## src/hdl/spektrum_satellite_frame_decoder_defines.svh

```systemverilog
// Assertion macros shared by the frame decoder modules.
// Each macro expects signals named clk and rst_n in the using module.
`ifndef SPEKTRUM_SATELLITE_FRAME_DECODER_DEFINES_SVH
`define SPEKTRUM_SATELLITE_FRAME_DECODER_DEFINES_SVH

// Consequent must hold in the same cycle as the antecedent.
`define SSFD_ASSERT_SAME(lbl, ante, cons, msg) \
  lbl: assert property (@(posedge clk) disable iff (!rst_n) (ante) |-> (cons)) \
    else $error(msg);

// Consequent must hold in the cycle after the antecedent.
`define SSFD_ASSERT_NEXT(lbl, ante, cons, msg) \
  lbl: assert property (@(posedge clk) disable iff (!rst_n) (ante) |=> (cons)) \
    else $error(msg);

`endif

```

## src/hdl/ssfd_pkg.sv

```systemverilog
package ssfd_pkg;

  // Configuration register indexes.
  localparam int CFG_IDX_W = 1;
  localparam logic [CFG_IDX_W-1:0] REG_RESOLUTION_MODE = 1'b0;
  localparam logic [CFG_IDX_W-1:0] REG_FRAME_GAP       = 1'b1;

  localparam logic [15:0] GAP_RESET     = 16'd5000;
  localparam logic [11:0] VALUE_BASE    = 12'd988;
  localparam logic [11:0] NEUTRAL_VALUE = 12'd1500;

  typedef enum logic [2:0] {
    ST_IDLE,
    ST_RD_HI,
    ST_RD_LO,
    ST_WR_CH,
    ST_EMIT
  } ssfd_state_t;

  // Commands from the controller to the datapath.
  typedef struct packed {
    logic take;   // input byte transfer this cycle
    logic rd_hi;  // frame store read of a high byte
    logic rd_lo;  // frame store read of a low byte, high byte captured
    logic ch_wr;  // decode the captured word pair into the channel store
    logic emit;   // load the next receiver value into the output register
  } ssfd_cmd_t;

  // Status from the datapath to the controller.
  typedef struct packed {
    logic decode_req;  // the offered byte lands on the last frame position
    logic more_pairs;  // another word pair remains in the frame
    logic emit_last;   // the current output channel is the final one
    logic out_free;    // the output register can take a value this cycle
  } ssfd_sts_t;

  // Output channel to channel store entry. Channels beyond the table map to themselves.
  function automatic logic [3:0] out_map(input logic [2:0] chan);
    logic [3:0] idx;
    case (chan)
      3'd0: idx = 4'd1;
      3'd1: idx = 4'd2;
      3'd2: idx = 4'd3;
      3'd3: idx = 4'd0;
      3'd4: idx = 4'd4;
      3'd5: idx = 4'd5;
      3'd6: idx = 4'd6;
      default: idx = {1'b0, chan};
    endcase
    return idx;
  endfunction

endpackage

```

## src/hdl/ssfd_ctrl.sv

```systemverilog
`include "spektrum_satellite_frame_decoder_defines.svh"

module ssfd_ctrl import ssfd_pkg::*; (
  input  logic      clk,
  input  logic      rst_n,
  input  logic      in_tvalid,
  output logic      in_tready,
  input  ssfd_sts_t sts,
  output ssfd_cmd_t cmd
);

  ssfd_state_t state_r;
  ssfd_state_t state_nxt;

  always_ff @(posedge clk) begin
    if (!rst_n) begin
      state_r <= ST_IDLE;
    end else begin
      state_r <= state_nxt;
    end
  end

  always_comb begin
    state_nxt = state_r;
    case (state_r)
      ST_IDLE: begin
        if (in_tvalid && sts.decode_req) begin
          state_nxt = ST_RD_HI;
        end
      end
      ST_RD_HI: state_nxt = ST_RD_LO;
      ST_RD_LO: state_nxt = ST_WR_CH;
      ST_WR_CH: begin
        state_nxt = sts.more_pairs ? ST_RD_HI : ST_EMIT;
      end
      ST_EMIT: begin
        if (sts.out_free && sts.emit_last) begin
          state_nxt = ST_IDLE;
        end
      end
      default: state_nxt = ST_IDLE;
    endcase
  end

  always_comb begin
    in_tready = 1'b0;
    cmd       = '0;
    case (state_r)
      ST_IDLE: begin
        in_tready = 1'b1;
        cmd.take  = in_tvalid;
      end
      ST_RD_HI: cmd.rd_hi = 1'b1;
      ST_RD_LO: cmd.rd_lo = 1'b1;
      ST_WR_CH: cmd.ch_wr = 1'b1;
      ST_EMIT:  cmd.emit  = sts.out_free;
      default: begin
        in_tready = 1'b0;
      end
    endcase
  end

  `SSFD_ASSERT_NEXT(a_last_emit_to_idle, cmd.emit && sts.emit_last, state_r == ST_IDLE, "no idle")
  `SSFD_ASSERT_NEXT(a_pair_then_read_or_emit, cmd.ch_wr, state_r == ST_RD_HI || state_r == ST_EMIT, "bad step")
  `SSFD_ASSERT_SAME(a_ready_in_idle, in_tready, state_r == ST_IDLE, "input ready while busy")

endmodule

```

## src/hdl/ssfd_datapath.sv

```systemverilog
`include "spektrum_satellite_frame_decoder_defines.svh"

module ssfd_datapath import ssfd_pkg::*; #(
  parameter int FRAME_BYTES    = 16,
  parameter int SERVO_CHANNELS = 7,
  parameter int RC_OUTPUTS     = 8
) (
  input  logic                 clk,
  input  logic                 rst_n,
  input  ssfd_cmd_t            cmd,
  output ssfd_sts_t            sts,
  input  logic [7:0]           in_rx_byte,
  input  logic [31:0]          in_time_us,
  input  logic                 cfg_wr,
  input  logic [CFG_IDX_W-1:0] cfg_index,
  input  logic [15:0]          cfg_data,
  output logic                 out_tvalid,
  input  logic                 out_tready,
  output logic [2:0]           out_rc_channel,
  output logic [11:0]          out_rc_value,
  output logic                 out_last
);

  localparam int PW = $clog2(FRAME_BYTES);
  localparam int CW = (SERVO_CHANNELS > 1) ? $clog2(SERVO_CHANNELS) : 1;
  localparam logic [PW-1:0] POS_LAST     = PW'(FRAME_BYTES - 1);
  localparam logic [PW:0]   FIRST_HI     = (PW+1)'(2);
  localparam logic [PW:0]   LAST_PAIR_HI = (PW+1)'(FRAME_BYTES - 1);
  localparam logic [4:0]    SERVO_LIM    = 5'(SERVO_CHANNELS);
  localparam logic [2:0]    CHAN_LAST    = 3'(RC_OUTPUTS - 1);

  logic        mode_r;
  logic [15:0] gap_r;
  logic [31:0] last_time_r;
  logic [PW-1:0] pos_r;
  logic [PW-1:0] pos_nxt;
  logic [PW:0]   rd_addr_r;
  logic [7:0]  hi_r;
  logic [7:0]  rdata_r;
  logic [7:0]  frame_mem [FRAME_BYTES];
  logic [10:0] chan_r [SERVO_CHANNELS];
  logic [2:0]  chan_cnt_r;
  logic        out_valid_r;
  logic [2:0]  out_chan_r;
  logic [11:0] out_value_r;
  logic        out_last_r;

  logic [31:0]   interval;
  logic          gap_hit;
  logic [PW-1:0] pos_eff;
  logic          at_last;
  logic [3:0]    word_id;
  logic [10:0]   word_val;
  logic          id_ok;
  logic [3:0]    map_idx;
  logic          map_ok;
  logic [10:0]   raw;
  logic          servo_out;
  logic [11:0]   value_nxt;

  // Frame position tracking: a long pause restarts the frame.
  always_comb begin
    interval = in_time_us - last_time_r;
    gap_hit  = interval > {16'd0, gap_r};
    pos_eff  = gap_hit ? '0 : pos_r;
    at_last  = pos_eff == POS_LAST;
    pos_nxt  = at_last ? pos_eff : pos_eff + 1'b1;
  end

  // Word pair decode from the captured high byte and the registered low byte.
  always_comb begin
    word_id  = mode_r ? hi_r[6:3] : hi_r[5:2];
    word_val = mode_r ? {hi_r[2:0], rdata_r} : {1'b0, hi_r[1:0], rdata_r};
    id_ok    = {1'b0, word_id} < SERVO_LIM;
  end

  // Receiver value for the current output channel.
  always_comb begin
    map_idx   = out_map(chan_cnt_r);
    map_ok    = {1'b0, map_idx} < SERVO_LIM;
    raw       = map_ok ? chan_r[map_idx[CW-1:0]] : '0;
    servo_out = {2'b00, chan_cnt_r} < SERVO_LIM;
    if (servo_out) begin
      value_nxt = VALUE_BASE + (mode_r ? {2'b00, raw[10:1]} : {1'b0, raw});
    end else begin
      value_nxt = NEUTRAL_VALUE;
    end
  end

  always_comb begin
    sts.decode_req = at_last;
    sts.more_pairs = rd_addr_r < LAST_PAIR_HI;
    sts.emit_last  = chan_cnt_r == CHAN_LAST;
    sts.out_free   = !out_valid_r || out_tready;
  end

  always_ff @(posedge clk) begin
    if (!rst_n) begin
      mode_r <= 1'b0;
      gap_r  <= GAP_RESET;
    end else if (cfg_wr) begin
      case (cfg_index)
        REG_RESOLUTION_MODE: mode_r <= cfg_data[0];
        REG_FRAME_GAP:       gap_r  <= cfg_data;
        default: begin
          mode_r <= mode_r;
        end
      endcase
    end
  end

  always_ff @(posedge clk) begin
    if (!rst_n) begin
      last_time_r <= '0;
      pos_r       <= '0;
      rd_addr_r   <= FIRST_HI;
      chan_cnt_r  <= '0;
    end else begin
      if (cmd.take) begin
        last_time_r <= in_time_us;
        pos_r       <= pos_nxt;
        rd_addr_r   <= FIRST_HI;
        chan_cnt_r  <= '0;
      end
      if (cmd.rd_hi || cmd.rd_lo) begin
        rd_addr_r <= rd_addr_r + 1'b1;
      end
      if (cmd.emit) begin
        chan_cnt_r <= chan_cnt_r + 1'b1;
      end
    end
  end

  // Frame store: one write port, one registered read port.
  always_ff @(posedge clk) begin
    if (cmd.take) begin
      frame_mem[pos_eff] <= in_rx_byte;
    end
    rdata_r <= frame_mem[rd_addr_r[PW-1:0]];
    if (cmd.rd_lo) begin
      hi_r <= rdata_r;
    end
  end

  always_ff @(posedge clk) begin
    if (!rst_n) begin
      for (int i = 0; i < SERVO_CHANNELS; i++) begin
        chan_r[i] <= '0;
      end
    end else if (cmd.ch_wr && id_ok) begin
      chan_r[word_id[CW-1:0]] <= word_val;
    end
  end

  always_ff @(posedge clk) begin
    if (!rst_n) begin
      out_valid_r <= 1'b0;
    end else if (cmd.emit) begin
      out_valid_r <= 1'b1;
    end else if (out_tready) begin
      out_valid_r <= 1'b0;
    end
  end

  always_ff @(posedge clk) begin
    if (cmd.emit) begin
      out_chan_r  <= chan_cnt_r;
      out_value_r <= value_nxt;
      out_last_r  <= sts.emit_last;
    end
  end

  assign out_tvalid     = out_valid_r;
  assign out_rc_channel = out_chan_r;
  assign out_rc_value   = out_value_r;
  assign out_last       = out_last_r;

  `SSFD_ASSERT_SAME(a_emit_needs_room, cmd.emit, !out_valid_r || out_tready, "output register overwritten while a value waits")
  `SSFD_ASSERT_SAME(a_low_byte_odd, cmd.rd_lo, rd_addr_r[0], "low byte read from an even frame position")
  `SSFD_ASSERT_NEXT(a_final_value_tagged, cmd.emit && sts.emit_last, out_valid_r && out_last_r, "final value of a run not marked last")

endmodule

```

## src/hdl/spektrum_satellite_frame_decoder.sv

```systemverilog
// Serial satellite receiver frame decoder.
//
// The slave-side stream takes one received UART byte per transfer together with
// its microsecond timestamp. A byte that arrives more than frame_gap_us after the
// previous one starts a new frame. Once a byte lands on the last frame position,
// the frame's word pairs are decoded into the channel store and RC_OUTPUTS receiver
// values leave on the master-side stream, channel 0 first, with tlast on the final one.
//
// A byte that does not complete a frame leaves the block idle, so in_tready stays high.
// A completing byte holds in_tready low while it is decoded: the frame store has
// one read port, so each of the (FRAME_BYTES - 2) / 2 word pairs costs a high-byte
// read, a low-byte read and a channel store write, and then one value per cycle is
// loaded into the output register whenever that register is free.
//
// A stalled receiver holds the output register; the decoder waits in its emit
// phase and resumes as soon as the value is taken. The output register lets the
// next input byte be accepted while the final value still waits.
// After reset the channel store is zero, the frame position and last time are zero,
// the mode is 1024 and the gap is 5000 us. The configuration channel is always ready
// and should only be written while the block is idle.
module spektrum_satellite_frame_decoder import ssfd_pkg::*; #(
  parameter int FRAME_BYTES    = 16,
  parameter int SERVO_CHANNELS = 7,
  parameter int RC_OUTPUTS     = 8
) (
  input  logic                 clk,
  input  logic                 rst_n,
  // Input stream, tdata fields from bit 0: rx_byte[7:0], time_us[39:8].
  input  logic                 in_tvalid,
  output logic                 in_tready,
  input  logic [39:0]          in_tdata,
  // Result stream, tdata fields from bit 0: rc_channel[2:0], rc_value[14:3], zero pad[15].
  output logic                 out_tvalid,
  input  logic                 out_tready,
  output logic [15:0]          out_tdata,
  output logic                 out_tlast,
  // Configuration writes: index 0 is resolution_mode, index 1 is frame_gap_us.
  input  logic                 cfg_valid,
  output logic                 cfg_ready,
  input  logic [CFG_IDX_W-1:0] cfg_index,
  input  logic [15:0]          cfg_data
);

  ssfd_cmd_t   cmd;
  ssfd_sts_t   sts;
  logic [2:0]  rc_channel;
  logic [11:0] rc_value;

  // The sender must write the registers only while idle; the block does not enforce it.
  assign cfg_ready = 1'b1;

  ssfd_ctrl u_ctrl (
    .clk       (clk),
    .rst_n     (rst_n),
    .in_tvalid (in_tvalid),
    .in_tready (in_tready),
    .sts       (sts),
    .cmd       (cmd)
  );

  ssfd_datapath #(
    .FRAME_BYTES    (FRAME_BYTES),
    .SERVO_CHANNELS (SERVO_CHANNELS),
    .RC_OUTPUTS     (RC_OUTPUTS)
  ) u_datapath (
    .clk            (clk),
    .rst_n          (rst_n),
    .cmd            (cmd),
    .sts            (sts),
    .in_rx_byte     (in_tdata[7:0]),
    .in_time_us     (in_tdata[39:8]),
    .cfg_wr         (cfg_valid && cfg_ready),
    .cfg_index      (cfg_index),
    .cfg_data       (cfg_data),
    .out_tvalid     (out_tvalid),
    .out_tready     (out_tready),
    .out_rc_channel (rc_channel),
    .out_rc_value   (rc_value),
    .out_last       (out_tlast)
  );

  assign out_tdata = {1'b0, rc_value, rc_channel};

endmodule
```

## config.mk

```make
export PLATFORM = sky130hd
export DESIGN_NAME = spektrum_satellite_frame_decoder
export DESIGN_NICKNAME = d
export VERILOG_FILES = /design/src/hdl/ssfd_pkg.sv /design/src/hdl/ssfd_ctrl.sv /design/src/hdl/ssfd_datapath.sv /design/src/hdl/spektrum_satellite_frame_decoder.sv
export VERILOG_INCLUDE_DIRS = /design/src /design/src/hdl
export SDC_FILE = /design/constraint.sdc
export NUM_CORES = 1
export LEC_CHECK = 0
export BUFFER_PORTS_ARGS = -buffer_cell sky130_fd_sc_hd__buf_2
export CORE_MARGIN = 3
export CORE_UTILIZATION = 55
export CTS_CLUSTER_SIZE = 28
export DETAILED_ROUTE_END_ITERATION = 7
export PLACE_DENSITY_LB_ADDON = 0.3
export SETUP_SLACK_MARGIN = 0.3
export SYNTH_ARGS = -nofsm -noshare
export SYNTH_HDL_FRONTEND = slang
export SYNTH_SLANG_ARGS = --single-unit
```

## constraint.sdc

```tcl
create_clock -name clk -period 7.95 [get_ports clk]
set_clock_uncertainty 0.2 [all_clocks]
set_input_delay 1.1925 -clock clk [delete_from_list [all_inputs] [get_ports clk]]
set_output_delay 1.1925 -clock clk [all_outputs]
set_load 0.01 [all_outputs]
```

* After elaboration in Yosys (flattened, before gate mapping)
Memories as Yosys holds them, arrays and structs flattened. A register that Yosys moved wholly into a read port is not among the register bits. Index checks and enable logic that the tools add are counted.
Operators by class: eq/ne operators 14, $add $sub $neg 5, $lt $le $gt $ge 5, reduce and logical (&&, ||, !) cells 15, bitwise operators 1, muxes and demuxes 32
Operator list (count):
- $mux 11 | 4
- $gt 32x16->1 | 1
- $sub 32x32->32 | 1
- $pmux 3 s7 | 1
- $mux 3 | 6
- $eq 3x3->1 const B | 5
- $mux 1 | 15
- $pmux 3 s5 | 1
- $add 10x12->12 const A | 1
- $eq 3x2->1 const B | 4
- $mux 4 | 3
- $reduce_or 11->1 | 1
- $mux 5 | 2
- $eq 3x1->1 const B | 2
- $logic_not 3->1 | 2
- $lt 3x3->1 const B | 2
- $reduce_and 2->1 | 3
- $reduce_bool 2->1 | 3
- $add 5x1->5 const B | 1
- $lt 5x4->1 const B | 1
- $add 4x1->4 const B | 1
- $eq 4x4->1 const B | 1
- $lt 4x3->1 const B | 1
- $ne 2x1->1 const B | 2
- 5 further kinds | 8
Word-level totals: bits of input ports 62, logic and storage cells 86, memories 2, output and inout bits 20, memory bits (writable) 205, flip-flop bits (word level) 88
Memories:
- u_datapath.frame_mem | depth 16, bits a word 8, rd ports 1, clocked after Yosys merged registers in 1, wr ports 1, RTL line ssfd_datapath.sv:40 | logic [7:0] frame_mem [FRAME_BYTES];
- u_datapath.chan_r | depth 7, bits a word 11, rd ports 1, clocked after Yosys merged registers in 0, wr ports 7, RTL line ssfd_datapath.sv:41 | logic [10:0] chan_r [SERVO_CHANNELS];

* Logic depth before layout (Yosys ltp)
depth in word-level cells 8, depth in mapped cells 27

* Hierarchy
A second synthesis with hierarchy kept.
Second synthesis, totals: cell total of the unflattened synthesis 1264, area, all modules 14770.4 µm²
Modules (own cells, without submodules):
- ssfd_datapath | sequential area each 8137.8 µm², cells each 1242, area each 14574.0 µm², instances 1
- ssfd_ctrl | sequential area each 60.1 µm², cells each 18, area each 173.9 µm², instances 1
- spektrum_satellite_frame_decoder | sequential area each 0.0 µm², cells each 4, area each 22.5 µm², instances 1

* Worst setup path after synthesis
Ideal clock, no wire load.
path kind in2reg, from in in_tdata[8], to mem u_datapath.frame_mem[15][0], enable pin, setup time 0.332 ns, setup slack 0.940 ns, data required time 7.418 ns, arrival time 6.479 ns, stages 24, path buffers 1, path through inv_1 > ha_1 > fa_1 > and2b_1 > o2111ai_2 > a2111oi_4 > nor2_1 > nor2_1 > nor2_1 > xnor2_1 > ha_1 > nand4_1 > or4_1 > nor3_1 > o21bai_1 > a211o_1 > nor4_1 > nand4b_1 > a2111oi_4 > buf_6 > and2_1 > ha_1 > and3_1 > and3_1
On the way: word-level cells in the longest chain between the ends 3
Ends and longest elaborated chain:
- start: declaration | RTL line spektrum_satellite_frame_decoder.sv:31 | input logic [39:0] in_tdata,
- $sub 32x32->32 | RTL line ssfd_datapath.sv:63 | interval = in_time_us - last_time_r;
- $gt 32x16->1 | RTL line ssfd_datapath.sv:64 | gap_hit = interval > {16'd0, gap_r};
- $mux 4 | RTL line ssfd_datapath.sv:65 | pos_eff = gap_hit ? '0 : pos_r;
- end: declaration | RTL line ssfd_datapath.sv:40
No other way between the ends.

* Worst setup path in the final report
from in in_tdata[8], to mem u_datapath.frame_mem[15][4], enable pin
Same word-level chain as after synthesis.

==> summary.txt <==
Status
  – Status: finished, final reports clean

Critical path
  – WS Path Type: in2reg
  – Crit-path cells: buf_2, inv_1, ha_1, fa_1, and2b_1, o2111ai_2, a2111oi_4, nor2_1, nor2_1, nor2_1, xnor2_1, ha_1, nand4_1, or4_1, nor3_1, o21bai_1, a211o_1, nor4_1, nand4b_1, a2111oi_4, and2_1, ha_1, and3_1, and3_2
  – Arrival time worst endpoint: approximately 7300 ps
  – Critical Path Slowest Stage Cell: or4_1
  – CP required: 7970 ps
  – Critical Path Max Stage Delay: 580 ps
  – Worst-path maximum fanout: 8
  – Setup slack, reg-to-reg: 1160 ps
  – Crit. End Element: register
  – Crit path launch type: input pin

Clocking
  – Clk sinks: 309
  – H-tree depth: 2
  – Clk Latency, worst-skew pair: around 530 ps
  – Clk slew on worst S/H paths: about 60 ps
  – TritonCTS Buffers: 34
  – CTS max path bufs: 3
  – Root buffer cell: clkbuf_16
  – TritonCTS clock tree: done

Power
  – Worst VDD drop: 0.0001619 V
  – Total chip power: 0.003963 W
  – P per Cell Area: 227.1 nW/um^2
  – Pleak: 6.428 nW

Synthesis
  – Post-synthesis sequential area ratio: 53.98%
  – Number of synthesized flops with an enable pin: 225
  – Ys flop type: edfxtp_1
  – Synthesized area per cell: 11.02 sq um
  – Syn Std Cell Area: around 16000 sq um
  – FF+latch count, synth: 309
  – Distinct cell type count of the synthesized netlist: between 80 and 90
  – Synth warnings: 0
  – Yosys top cell by area: edfxtp_1
  – Async SR Flop Fraction: 0%
  – Top-area cell type share of the netlist area: 43.22%
  – Ranking of synthesized cells by area: edfxtp_1, dfxtp_1, ha_1
  – Mapped Cells: 1419

Timing
  – Tcrit/Tclk final: 91.41%
  – Final hold violation count: 0
  – Final min period: 7267 ps
  – Final setup violation count: 0
  – Hold WS: 238.9 ps
  – Final Max Slew Viols: 0
  – Slew margin rel.: 20.90%
  – Setup TNS: 0 ps
  – F_max: 137.6 MHz
  – Worst-Margin Slew: around 1200 ps
  – Unrepaired setup endpoints after global routing: yes

Placement
  – I/O Buffers: 79
  – RePlAce Congestion: 0.9289
  – Post-Place Cells: 1822
  – DP HPWL: between 20000 and 25000 microns

Global routing
  – Initial antenna violation count: 0
  – Largest net degree at the start of global routing: slightly above 60
  – Global-route wire length before repair: 57620 microns
  – Vias in the first global route: around 11000
  – Total global-route track usage: 23.47%
  – GRT overflow: 0

Die
  – # rows: 61
  – Die ar.: 30480 sq um
  – Starting Density: a little under three fifths
  – Die width: 174.6 microns
  – # IOs: 82
  – Die Y: 174.6 microns
  – Core Region: 27930 sq um

Drt
  – Vias per cell: 5.977
  – DR vias: 11250
  – Avg WL per Cell: 19.03 microns
  – DRC Markers: 0
  – DR pass1 iterations: 6
  – WL final: 35830 microns
  – Iter 0 DRT Violations: 1207
  – Antenna viol nets, final: 0

Layout
  – Most frequent cells in the layout: edfxtp_1, nand2_1, nor2_1
  – Final Instance Count excl. Fillers: 1883
  – Nets: 1601
  – Ant. Diodes: 0
  – Fraction of layout cells with a size suffix above 1: 14.15%
  – Fill cell count: roughly 2200
  – Most common cell after layout, fill and taps aside: edfxtp_1
  – Layout area overhead: 11.65%
  – Final core occ: 62.47%

Job
  – Maxcap violations: 0

Worst hold path
  – Hold WC Path Type: reg2reg
where the power goes:
group          leakage [nW]  internal (W)  switching, W
Combinational          3.06      0.000212      0.000336
Sequential             2.81       0.00177     0.0000316
Clock                 0.558      0.000953      0.000655
stage by stage:
step | instance area [sq um] | setup WS [ps]
floorplan | 15660 | 939.6
global placement | 16290 | 397.4
detailed placement | 16290 | 119.6
CTS | 17450 | 647.0
global route | 17450 | 289.2
finish | 17450 | 683.1
Yosys cell counts (17+ instances only):
cell and count:
edfxtp_1 225, nand2_1 188, nor2_1 125, a21oi_1 118
dfxtp_1 84, inv_1 75, mux2i_1 66, ha_1 58
clkbuf_1 47, o21ai_0 45, mux4_2 31, nand3_1 30
nor3_1 20, xnor2_1 18, and3_1 17
sequential cells by signal, summed over array words and instances (netlist names):
signal,cells
u_datapath.mode_r,1
u_datapath.out_rc_value,12
u_datapath.last_time_r,32
u_datapath.hi_r,7
u_datapath.chan_cnt_r,3
u_datapath.out_rc_channel,3
u_datapath.pos_r,4
u_datapath.gap_r,16
u_datapath.rdata_r,8
u_datapath.chan_r,85
u_datapath.out_last,1
u_datapath.out_tvalid,1
u_datapath.rd_addr_r,5
u_ctrl.state_r,3
u_datapath.frame_mem,128
cell families after synthesis:
family	Yosys count	share of synthesized area [%]
compound gates	289	12.26
xor+xnor	26	1.457
fa+ha+maj	59	4.771
buf+inv	154	4.042
flops	309	53.98
mux	106	9.341
other cells	2	0.04804
simple gates	474	14.10
worst paths after layout:
kind / from / to / depth (start not counted)
min reg2reg: u_datapath.rdata_r[0]$_DFF_P_ / u_datapath.hi_r[0]$_DFFE_PP_ / 0
max reg2reg: u_datapath.last_time_r[0]$_SDFFE_PN0P_ / u_datapath.frame_mem[15][4]$_DFFE_PP_ / 22
max: in_tdata[8] / u_datapath.frame_mem[15][4]$_DFFE_PP_ / 24
min: u_datapath.rdata_r[0]$_DFF_P_ / u_datapath.hi_r[0]$_DFFE_PP_ / 0
timing repair:
item	4_1_cts	5_1_grt
hold buffers	0	0
endpoints found under the setup margin	0	24
buffers inserted	0	0
resized for setup	0	3
critical path, delay by kind of cell:
| kind | cells | cell delay [ps] |
|---|---|---|
| buf+inv | 2 | 130 |
| compound gates | 5 | 1540 |
| simple gates | 12 | 3020 |
| fa+ha+maj | 4 | 1270 |
| xor+xnor | 1 | 140 |
final cells by class:
| cell class | count | area [sq um] | share of cell area, % |
|---|---|---|---|
| multi-input cells | 964 | 6599 | 37.81 |
| repair buffers | 92 | 493.0 | 2.825 |
| clock buffers | 42 | 900.9 | 5.162 |
| well taps | 378 | 473.0 | 2.710 |
| inverters | 79 | 296.5 | 1.699 |
| clock inverters | 19 | 250.2 | 1.434 |
| flip-flops and latches | 309 | 8439 | 48.36 |
routing by layer:
layer  vias up  track usage, %  share of wire (%)
li1       5297               -                  -
met1      5356           32.57                 42
met2       486           38.07                 47
met3       115           3.412                7.3
met4         0           8.511                3.6
met5         -               0                  0
No activity file was read; power rests on OpenSTA's default activity.
